===== src/hdl/rss_pkg.sv =====
// Shared types, register codes and constants of the reciprocating stroke sequencer.
package rss_pkg;

  // One input word: a control tick.
  typedef struct packed {
    logic        [15:0] event_status;
    logic signed [15:0] analog_sample;
    logic        [31:0] time_count;
    logic        [7:0]  host_mode;
  } rss_in_t;

  // One result word.
  typedef struct packed {
    logic               move_valid;
    logic signed [31:0] move_target;
    logic signed [31:0] velocity_command;
    logic        [2:0]  phase;
    logic               finished;
    logic        [1:0]  error_code;
  } rss_out_t;

  // Registers used by the stroke state machine.
  typedef struct packed {
    logic signed [31:0] end_position;
    logic signed [31:0] start_position;
    logic        [15:0] repetitions;
    logic        [31:0] dwell_ticks;
  } rss_cfg_t;

  // Base velocity split as quot * 14000 + rem.
  typedef struct packed {
    logic [17:0] quot;
    logic [13:0] rem;
  } rss_coef_t;

  // Sequencer result fields that travel down the pipeline.
  typedef struct packed {
    logic               move_valid;
    logic signed [31:0] move_target;
    logic        [2:0]  phase;
    logic               finished;
    logic        [1:0]  error_code;
  } rss_seq_t;

  typedef enum logic [2:0] {
    REG_END_POS   = 3'd0,
    REG_START_POS = 3'd1,
    REG_REPS      = 3'd2,
    REG_DWELL     = 3'd3,
    REG_BASE_VEL  = 3'd4
  } rss_reg_e;

  localparam int unsigned ADDR_W = 5;

  localparam logic [1:0] ERR_NONE   = 2'd0;
  localparam logic [1:0] ERR_MOTION = 2'd1;
  localparam logic [1:0] ERR_LIMIT  = 2'd2;

  localparam logic [7:0]  MODE_START    = 8'h07;
  localparam logic [7:0]  MODE_RUN      = 8'h02;
  localparam logic [15:0] EVENT_MASK    = 16'h0071;
  localparam logic [15:0] EV_DONE       = 16'h0001;
  localparam logic [15:0] EV_MOTION_ERR = 16'h0010;
  localparam logic [15:0] EV_POS_LIMIT  = 16'h0020;
  localparam logic [15:0] EV_NEG_LIMIT  = 16'h0040;

  localparam logic signed [31:0] POS_HIGH = 32'sd17000;
  localparam logic signed [31:0] POS_LOW  = 32'sd50;

  localparam logic signed [31:0] END_POS_RST   = 32'sd17000;
  localparam logic signed [31:0] START_POS_RST = 32'sd50;
  localparam logic [15:0]        REPS_RST      = 16'd1;
  localparam logic [31:0]        DWELL_RST     = 32'd500;
  localparam logic [30:0]        BASE_VEL_RST  = 31'd0;

  localparam logic signed [16:0] KNOB_OFFSET = 17'sd7000;
  localparam logic [31:0]        VEL_DIV     = 32'd14000;

  // 14000 = 16 * 875. After dropping four bits, x / 875 is a multiply by
  // ceil(2^36 / 875) and a shift; the error term 139 keeps it exact for
  // any 27-bit operand.
  localparam logic [26:0] RECIP_MUL = 27'd78536545;

  // floor(x / 14000) for any 31-bit x.
  function automatic logic [17:0] div14000(input logic [30:0] x);
    logic [53:0] prod;
    prod = 54'(x[30:4]) * 54'(RECIP_MUL);
    return prod[53:36];
  endfunction

endpackage


===== src/hdl/rss_cfg.sv =====
// Register file of the configuration port, with the split of the base velocity.
module rss_cfg (
  input  logic                            clk_i,
  input  logic                            rst_ni,
  input  logic                            psel,
  input  logic                            penable,
  input  logic                            pwrite,
  input  logic [rss_pkg::ADDR_W-1:0]      paddr,
  input  logic [31:0]                     pwdata,
  output logic [31:0]                     prdata,
  output logic                            pready,
  output rss_pkg::rss_cfg_t               cfg_o,
  output rss_pkg::rss_coef_t              coef_o
);
  import rss_pkg::*;

  logic signed [31:0] end_q;
  logic signed [31:0] start_q;
  logic [15:0]        reps_q;
  logic [31:0]        dwell_q;
  logic [30:0]        base_q;
  logic [17:0]        quot_q;
  logic [13:0]        rem_q;
  logic [13:0]        rem_d;
  logic [31:0]        rem_full;
  logic               wr;
  rss_reg_e           reg_idx;

  assign pready  = 1'b1;
  assign wr      = psel && penable && pwrite;
  assign reg_idx = rss_reg_e'(paddr[ADDR_W-1:2]);

  // The remainder is registered from the quotient and follows it in the cycle after a base write.
  assign rem_full = 32'(base_q) - 32'(quot_q) * VEL_DIV;
  assign rem_d    = rem_full[13:0];

  always_ff @(posedge clk_i or negedge rst_ni) begin
    if (!rst_ni) begin
      end_q   <= END_POS_RST;
      start_q <= START_POS_RST;
      reps_q  <= REPS_RST;
      dwell_q <= DWELL_RST;
      base_q  <= BASE_VEL_RST;
      quot_q  <= div14000(BASE_VEL_RST);
      rem_q   <= '0;
    end else begin
      rem_q <= rem_d;
      if (wr) begin
        case (reg_idx)
          REG_END_POS:   end_q   <= $signed(pwdata);
          REG_START_POS: start_q <= $signed(pwdata);
          REG_REPS:      reps_q  <= pwdata[15:0];
          REG_DWELL:     dwell_q <= pwdata;
          REG_BASE_VEL: begin
            base_q <= pwdata[30:0];
            quot_q <= div14000(pwdata[30:0]);
          end
          default: ;
        endcase
      end
    end
  end

  always_comb begin
    case (reg_idx)
      REG_END_POS:   prdata = end_q;
      REG_START_POS: prdata = start_q;
      REG_REPS:      prdata = 32'(reps_q);
      REG_DWELL:     prdata = dwell_q;
      REG_BASE_VEL:  prdata = 32'(base_q);
      default:       prdata = '0;
    endcase
  end

  assign cfg_o.end_position   = end_q;
  assign cfg_o.start_position = start_q;
  assign cfg_o.repetitions    = reps_q;
  assign cfg_o.dwell_ticks    = dwell_q;
  assign coef_o.quot          = quot_q;
  assign coef_o.rem           = rem_q;

endmodule


===== src/hdl/rss_seq.sv =====
// Stroke state machine: phases, dwell timing, stroke count and run end.
module rss_seq (
  input  logic                clk_i,
  input  logic                rst_ni,
  input  logic                step_i,
  input  rss_pkg::rss_in_t    in_i,
  input  rss_pkg::rss_cfg_t   cfg_i,
  output rss_pkg::rss_seq_t   res_o
);
  import rss_pkg::*;

  typedef enum logic [2:0] {
    PH_IDLE        = 3'd0,
    PH_OUT         = 3'd1,
    PH_OUTER_DWELL = 3'd2,
    PH_RETURN      = 3'd3,
    PH_INNER_DWELL = 3'd4
  } phase_e;

  phase_e      phase_q, phase_d, next_phase;
  logic        entry_q, entry_d;
  logic        latch_q, latch_d;
  logic [31:0] dws_q, dws_d;
  logic [15:0] count_q, count_d;
  logic        ended_q, ended_d;
  logic [1:0]  err_q, err_d;

  logic               ending;
  logic               move;
  logic signed [31:0] target;
  logic [31:0]        elapsed;
  logic [15:0]        count_inc;

  always_comb begin
    next_phase = phase_q;
    entry_d    = entry_q;
    latch_d    = latch_q;
    dws_d      = dws_q;
    count_d    = count_q;
    err_d      = err_q;
    ending     = 1'b0;
    move       = 1'b0;
    target     = '0;
    elapsed    = in_i.time_count - (entry_q ? in_i.time_count : dws_q);
    count_inc  = (count_q != 16'hFFFF) ? count_q + 16'd1 : count_q;

    if (!ended_q) begin
      case (phase_q)
        PH_IDLE: begin
          if (latch_q) begin
            latch_d    = 1'b0;
            next_phase = PH_OUT;
          end
        end
        PH_OUT, PH_RETURN: begin
          if (entry_q) begin
            move    = 1'b1;
            entry_d = 1'b0;
            if (phase_q == PH_OUT) begin
              target = (cfg_i.end_position > POS_HIGH) ? POS_HIGH : cfg_i.end_position;
            end else begin
              target = (cfg_i.start_position < POS_LOW) ? POS_LOW : cfg_i.start_position;
            end
          end
          // Any event of interest re-arms the move; only exact codes act.
          if ((in_i.event_status & EVENT_MASK) != '0) begin
            entry_d = 1'b1;
            if (in_i.event_status == EV_DONE) begin
              next_phase = (phase_q == PH_OUT) ? PH_OUTER_DWELL : PH_INNER_DWELL;
            end else if (in_i.event_status == EV_MOTION_ERR) begin
              ending = 1'b1;
              err_d  = ERR_MOTION;
            end else if ((phase_q == PH_OUT && in_i.event_status == EV_POS_LIMIT) ||
                         (phase_q == PH_RETURN && in_i.event_status == EV_NEG_LIMIT)) begin
              ending = 1'b1;
              err_d  = ERR_LIMIT;
            end
          end
        end
        PH_OUTER_DWELL, PH_INNER_DWELL: begin
          if (entry_q) begin
            dws_d   = in_i.time_count;
            entry_d = 1'b0;
          end
          if (elapsed >= cfg_i.dwell_ticks) begin
            entry_d = 1'b1;
            if (phase_q == PH_OUTER_DWELL) begin
              next_phase = PH_RETURN;
            end else begin
              next_phase = PH_OUT;
              count_d    = count_inc;
            end
          end
        end
        default: next_phase = PH_IDLE;
      endcase

      if (count_d >= cfg_i.repetitions) ending = 1'b1;
      if (in_i.host_mode == MODE_START) latch_d = 1'b1;
      if (in_i.host_mode != MODE_RUN && in_i.host_mode != MODE_START) ending = 1'b1;
    end

    ended_d = ended_q || ending;
    phase_d = ending ? phase_q : next_phase;
  end

  always_ff @(posedge clk_i or negedge rst_ni) begin
    if (!rst_ni) begin
      phase_q <= PH_IDLE;
      entry_q <= 1'b1;
      latch_q <= 1'b1;
      dws_q   <= '0;
      count_q <= '0;
      ended_q <= 1'b0;
      err_q   <= ERR_NONE;
    end else if (step_i) begin
      phase_q <= phase_d;
      entry_q <= entry_d;
      latch_q <= latch_d;
      dws_q   <= dws_d;
      count_q <= count_d;
      ended_q <= ended_d;
      err_q   <= err_d;
    end
  end

  assign res_o.move_valid  = move;
  assign res_o.move_target = target;
  assign res_o.phase       = phase_d;
  assign res_o.finished    = ended_d;
  assign res_o.error_code  = err_d;

endmodule


===== src/hdl/rss_vel.sv =====
// Knob-scaled velocity: two register stages of products and a reciprocal divide.
module rss_vel (
  input  logic                      clk_i,
  input  logic                      en_i,
  input  logic signed [15:0]        sample_i,
  input  rss_pkg::rss_coef_t        coef_i,
  output logic signed [31:0]        vel_o
);
  import rss_pkg::*;

  logic signed [16:0] knob;
  logic        [16:0] knob_neg;
  logic        [15:0] knob_mag;
  logic        [17:0] lo_full;
  logic        [34:0] mag;

  logic [33:0] hi2_q;
  logic [29:0] lo2_q;
  logic        neg2_q;
  logic [33:0] hi3_q;
  logic [15:0] lo3_q;
  logic        neg3_q;

  // The velocity is sign times floor(base * |knob| / 14000), which is
  // quot * |knob| plus floor(rem * |knob| / 14000).
  assign knob     = $signed({sample_i[15], sample_i}) + KNOB_OFFSET;
  assign knob_neg = 17'(-knob);
  assign knob_mag = knob[16] ? knob_neg[15:0] : knob[15:0];
  assign lo_full  = div14000(31'(lo2_q));

  always_ff @(posedge clk_i) begin
    if (en_i) begin
      hi2_q  <= 34'(coef_i.quot) * 34'(knob_mag);
      lo2_q  <= 30'(coef_i.rem) * 30'(knob_mag);
      neg2_q <= knob[16];
      hi3_q  <= hi2_q;
      lo3_q  <= lo_full[15:0];
      neg3_q <= neg2_q;
    end
  end

  assign mag = 35'(hi3_q) + 35'(lo3_q);

  always_comb begin
    if (neg3_q) begin
      vel_o = (mag >= 35'h080000000) ? 32'sh80000000 : $signed(-mag[31:0]);
    end else begin
      vel_o = (mag > 35'h07FFFFFFF) ? 32'sh7FFFFFFF : $signed(mag[31:0]);
    end
  end

endmodule


===== src/hdl/reciprocating_stroke_sequencer.sv =====
// Top level: input register, sequencer, velocity stages and output register.
// Throughput: one word per cycle; the four register stages (input, products,
// reciprocal divide, output) all advance together whenever the output
// register is empty or being taken.
// Reset: asynchronous, active low; clears the pipeline and the sequencer to
// idle with start latched, and loads the register defaults.
module reciprocating_stroke_sequencer (
  input  logic                         clk_i,
  input  logic                         rst_ni,
  input  logic                         in_valid_i,
  output logic                         in_stall_o,
  input  rss_pkg::rss_in_t             in_data_i,
  output logic                         out_valid_o,
  input  logic                         out_stall_i,
  output rss_pkg::rss_out_t            out_data_o,
  input  logic                         psel,
  input  logic                         penable,
  input  logic                         pwrite,
  input  logic [rss_pkg::ADDR_W-1:0]   paddr,
  input  logic [31:0]                  pwdata,
  output logic [31:0]                  prdata,
  output logic                         pready
);
  import rss_pkg::*;

  logic               en;
  logic               v1_q, v2_q, v3_q, v4_q;
  rss_in_t            in_q;
  rss_seq_t           seq_res;
  rss_seq_t           seq2_q, seq3_q;
  rss_out_t           out_q;
  rss_cfg_t           cfg;
  rss_coef_t          coef;
  logic signed [31:0] vel;

  // The whole pipeline moves unless a finished word is held at the output.
  assign en         = !(v4_q && out_stall_i);
  assign in_stall_o = !en;

  rss_cfg u_cfg (
    .clk_i   (clk_i),
    .rst_ni  (rst_ni),
    .psel    (psel),
    .penable (penable),
    .pwrite  (pwrite),
    .paddr   (paddr),
    .pwdata  (pwdata),
    .prdata  (prdata),
    .pready  (pready),
    .cfg_o   (cfg),
    .coef_o  (coef)
  );

  rss_seq u_seq (
    .clk_i  (clk_i),
    .rst_ni (rst_ni),
    .step_i (v1_q && en),
    .in_i   (in_q),
    .cfg_i  (cfg),
    .res_o  (seq_res)
  );

  rss_vel u_vel (
    .clk_i    (clk_i),
    .en_i     (en),
    .sample_i (in_q.analog_sample),
    .coef_i   (coef),
    .vel_o    (vel)
  );

  always_ff @(posedge clk_i or negedge rst_ni) begin
    if (!rst_ni) begin
      v1_q <= 1'b0;
      v2_q <= 1'b0;
      v3_q <= 1'b0;
      v4_q <= 1'b0;
    end else if (en) begin
      v1_q <= in_valid_i;
      v2_q <= v1_q;
      v3_q <= v2_q;
      v4_q <= v3_q;
    end
  end

  always_ff @(posedge clk_i) begin
    if (en) begin
      in_q                   <= in_data_i;
      seq2_q                 <= seq_res;
      seq3_q                 <= seq2_q;
      out_q.move_valid       <= seq3_q.move_valid;
      out_q.move_target      <= seq3_q.move_target;
      out_q.velocity_command <= vel;
      out_q.phase            <= seq3_q.phase;
      out_q.finished         <= seq3_q.finished;
      out_q.error_code       <= seq3_q.error_code;
    end
  end

  assign out_valid_o = v4_q;
  assign out_data_o  = out_q;

endmodule


===== config.mk =====
export PLATFORM = sky130hd
export DESIGN_NAME = reciprocating_stroke_sequencer
export DESIGN_NICKNAME = d
export VERILOG_FILES = /design/src/hdl/rss_pkg.sv /design/src/hdl/rss_cfg.sv /design/src/hdl/rss_seq.sv /design/src/hdl/rss_vel.sv /design/src/hdl/reciprocating_stroke_sequencer.sv
export SDC_FILE = /design/constraint.sdc
export NUM_CORES = 2
export LEC_CHECK = 0
export ABC_CLOCK_PERIOD_IN_PS = 16300
export BUFFER_PORTS_ARGS = -buffer_cell sky130_fd_sc_hd__buf_4
export CAP_MARGIN = 10
export CORE_MARGIN = 8
export CORE_UTILIZATION = 67
export DETAILED_ROUTE_END_ITERATION = 16
export HOLD_SLACK_MARGIN = 0.12
export PLACE_DENSITY = 0.82
export SLEW_MARGIN = 20
export SYNTH_ARGS = -nofsm -noshare
export SYNTH_HDL_FRONTEND = slang
export SYNTH_SLANG_ARGS = --single-unit

===== constraint.sdc =====
create_clock -name clk_i -period 16.3 [get_ports clk_i]
set_input_delay 1.63 -clock clk_i [delete_from_list [all_inputs] [get_ports clk_i]]
set_output_delay 1.63 -clock clk_i [all_outputs]
set_load 0.01 [all_outputs]

==> metrics.md <==
| Metric | Value |
|---|---|
| Core Box Area | 98,600 um2 |
| Worst path max stage delay | 590 ps |
| Yosys top cell by area | fa_1 |
| Wl on met1 | 62,200 um |
| Count leader, synth | inv_1 |
| Compound-Gate Fraction of Synth Area | 0.0780 |
| Clock Path Buffers | 3 |
| Main combinational cell family by area after synthesis | adder cells |
| WL/cell | 20.8 um |
| Post-synthesis xor/xnor area fraction | 0.0285 |
| Final nets | 8,550 |
| I/O Buffers | 218 |
| Most frequent CP cell | fa_1 |
| First-pass GRT wire length | 269,000 um |
| Vias per cell | 5.93 |
| Initial drt markers | 3,648 |
| Die Area | 110,000 um2 |
| Top cell type's share of synthesized area | 0.291 |
| Syn_nets | 8,415 |
| Final Hold Viols | 0 |
| Post-synthesis register bit count | 568 |
| Area Growth Syn to Fin | 7.84% |
| DRT Pass-1 Iters | 6 |
| GPL Wtd Cong | 0.980 |
| Warnings from Yosys | 0 |
| Worst slew pin tran | 1100 ps |
| Post-Route WL | 166,000 um |
| CTS clock-pin slew for the worst setup and hold paths | 60 ps |
| Clock sink count | 568 |
| Vias | 47,400 |
| Commonest cells post-synth | inv_1 (1,426), fa_1 (969), ha_1 (823), nand2_1 (558), edfxtp_1 (333) |
| Synth Area in Adders | 0.445 |
| Multiplexer share of the synthesized area | 0.0214 |
| Post-synthesis sequential area ratio | 0.238 |
| Post-synth cell types | 94 |
| Worst slew margin | 0.266 |
| Clk_lat worst skew | 680 ps |
| CTS Buf Count | 61 |
| Top_reg_cell synth | edfxtp_1 |
| TritonCTS clock tree | done |
| Cell Rows | 115 |
| Cells after Synth | 6,507 |
| Hold slack | 414 ps |
| Skew final | 39.5 ps |
| Die width | 332 um |
| Drt drc | 0 |
| Critical Path Slowest Stage Cell | a21boi_1 |
| Die height | 332 um |
| Post-synth EDFFs | 333 |
| F_max | 0.108 GHz |
| WL met3 | 13,400 um |
| Layout cells sized above 1 | 0.0783 |
| Clk root buf | clkbuf_16 |
| I/O pin count | 222 |
| Crit path DAT | 9660 ps |
| Initial antenna violation count | 3 |
| Gr usage total | 0.305 |
| Hold-fix buffers, CTS | 0 |
| Outcome | complete, no violations |
| Initial Utilization | 0.677 |
| Simple-Gate Fraction of Synth Area | 0.0979 |
| Final Max Slew Viols | 0 |
| Crit-path max FO | 32 |
| Setup TNS | 0 ps |
| Type of origin of the critical path | flip-flop |
| Top layer reached by signal wires | met5 |
| Postcts setup bufs | 0 |
| Crit share post-route | 0.568 |
| CTS resizes | 0 |
| Number of global-route vias before repair | 51,200 |
| Largest net degree at the start of global routing | 202 |
| Setup crit end kind | flip-flop |
| Top post-synthesis cells by area | fa_1 (29%), ha_1 (15%), edfxtp_1 (15%) |
| WL met2 | 81,000 um |
| Critical Path RT | 16,700 ps |
| Post-synthesis area per instance | 10.3 um2 |
| Hold Crit Class | reg2reg |
| GRT Residual Overflow | 0 |
| H-tree depth | 2 |
| Setup violations, final | 0 |
| Maxcap violations | 0 |
| Antenna Violating Nets Remaining | 0 |
| Fill cell count | 6,674 |
| Mapped Area | 66,800 um2 |
| Period minus WS final | 9260 ps |
| Placed wire-length estimate | 130,000 um |
| RSZ-0062 raised after global routing | false |
| Crit Path Category | reg2reg |
| Fraction of registers with async set/reset | 0.414 |
==> per-layer routing <==
| metal | up-vias | global-route usage |
|---|---|---|
| li1 | 21200 | - |
| met1 | 23600 | 0.377 |
| met2 | 2077 | 0.519 |
| met3 | 536 | 0.0526 |
| met4 | 4 | 0.150 |
| met5 | - | 0 |
==> cells in the final DEF, fill, tap and decap left out, drive strengths merged, types with 32 or more instances in the layout <==
master	instances
mux2	78
a22oi	63
nand2b	32
ha	823
dfrtp	218
fa	969
inv	1432
nor4	32
a21oi	227
xnor2	155
nand2	559
mux2i	55
clkbuf	79
and2	240
xor2	62
nor3	60
edfxtp	333
nor2	197
nand4	43
a21o	80
and3	38
o21ai	214
nand3	80
buf	259
==> logic make-up (layout without fill, tap and decap cells) <==
| family | Yosys count | count (layout) |
|---|---|---|
| adders and majority gates | 1793 | 1793 |
| buffers and inverters | 1615 | 1802 |
| and+or+nand+nor | 1362 | 1362 |
| AOI/OAI and AO/OA | 818 | 818 |
| DFF | 568 | 568 |
| xor gates and xnor gates | 217 | 217 |
| muxes | 133 | 133 |
| other | 1 | 2 |
==> state kept, by name (all words and copies together) (netlist names), 18 cells and up <==
name	cells
u_cfg.quot_q	18
u_cfg.dwell_q	32
u_cfg.base_q	31
out_data_o	71
in_q	72
u_cfg.end_q	32
seq3_q	39
u_vel.hi3_q	34
u_vel.lo2_q	26
seq2_q	39
u_seq.dws_q	32
u_vel.hi2_q	34
u_cfg.start_q	32
==> stage by stage <==
stage | area [um2] | worst slack (ps) | utilization | cells
4_1_cts | 72000 | 7060 | 0.730 | 7981
5_1_grt | 72000 | 6550 | 0.730 | 7981
6_report | 72000 | 7040 | 0.730 | 7982
3_5_place_dp | 69800 | 6760 | 0.708 | 7866
2_1_floorplan | 66800 | 5030 | - | 6507
3_3_place_gp | 69800 | 6830 | 0.708 | 7866
==> cell type report <==
cell class,instances,area (um2),share of cell area
tap,1287,1610,0.0224
sequential,568,15900,0.221
clock inverter,36,526,0.00730
clock buffer,79,1680,0.0233
inverter,1428,5360,0.0745
multi-input combinational,4324,44900,0.624
timing repair buffer,259,1960,0.0273
antenna,1,2.50,0.0000348
==> worst max-delay path, delay by kind of cell, from the launching register on <==
| kind | cells | cell delay [ps] |
|---|---|---|
| XOR/XNOR | 2 | 290 |
| flip-flops | 1 | 520 |
| AND/OR/NAND/NOR | 3 | 620 |
| AO/OA/AOI/OAI | 11 | 3160 |
| adder cells (fa/ha/maj) | 7 | 3550 |
| buffers and inverters | 5 | 820 |
==> worst paths after layout <==
kind	startpoint	end	slack [ps]	cells past startpoint
max	in_q[43]	u_vel.hi2_q[32]	7040	28
max reg2reg	in_q[43]	u_vel.hi2_q[32]	7040	28
max in group asynchronous	rst_ni	u_cfg.rem_q[0]	13080	3
min	u_vel.hi2_q[14]	u_vel.hi3_q[14]	410	0
min reg2reg	u_vel.hi2_q[14]	u_vel.hi3_q[14]	410	0
min in group asynchronous	rst_ni	u_seq.dws_q[1]	1030	1
Power is not shown: default switching activity piles up to over one toggle a cycle in this logic, so the estimate is an artifact.
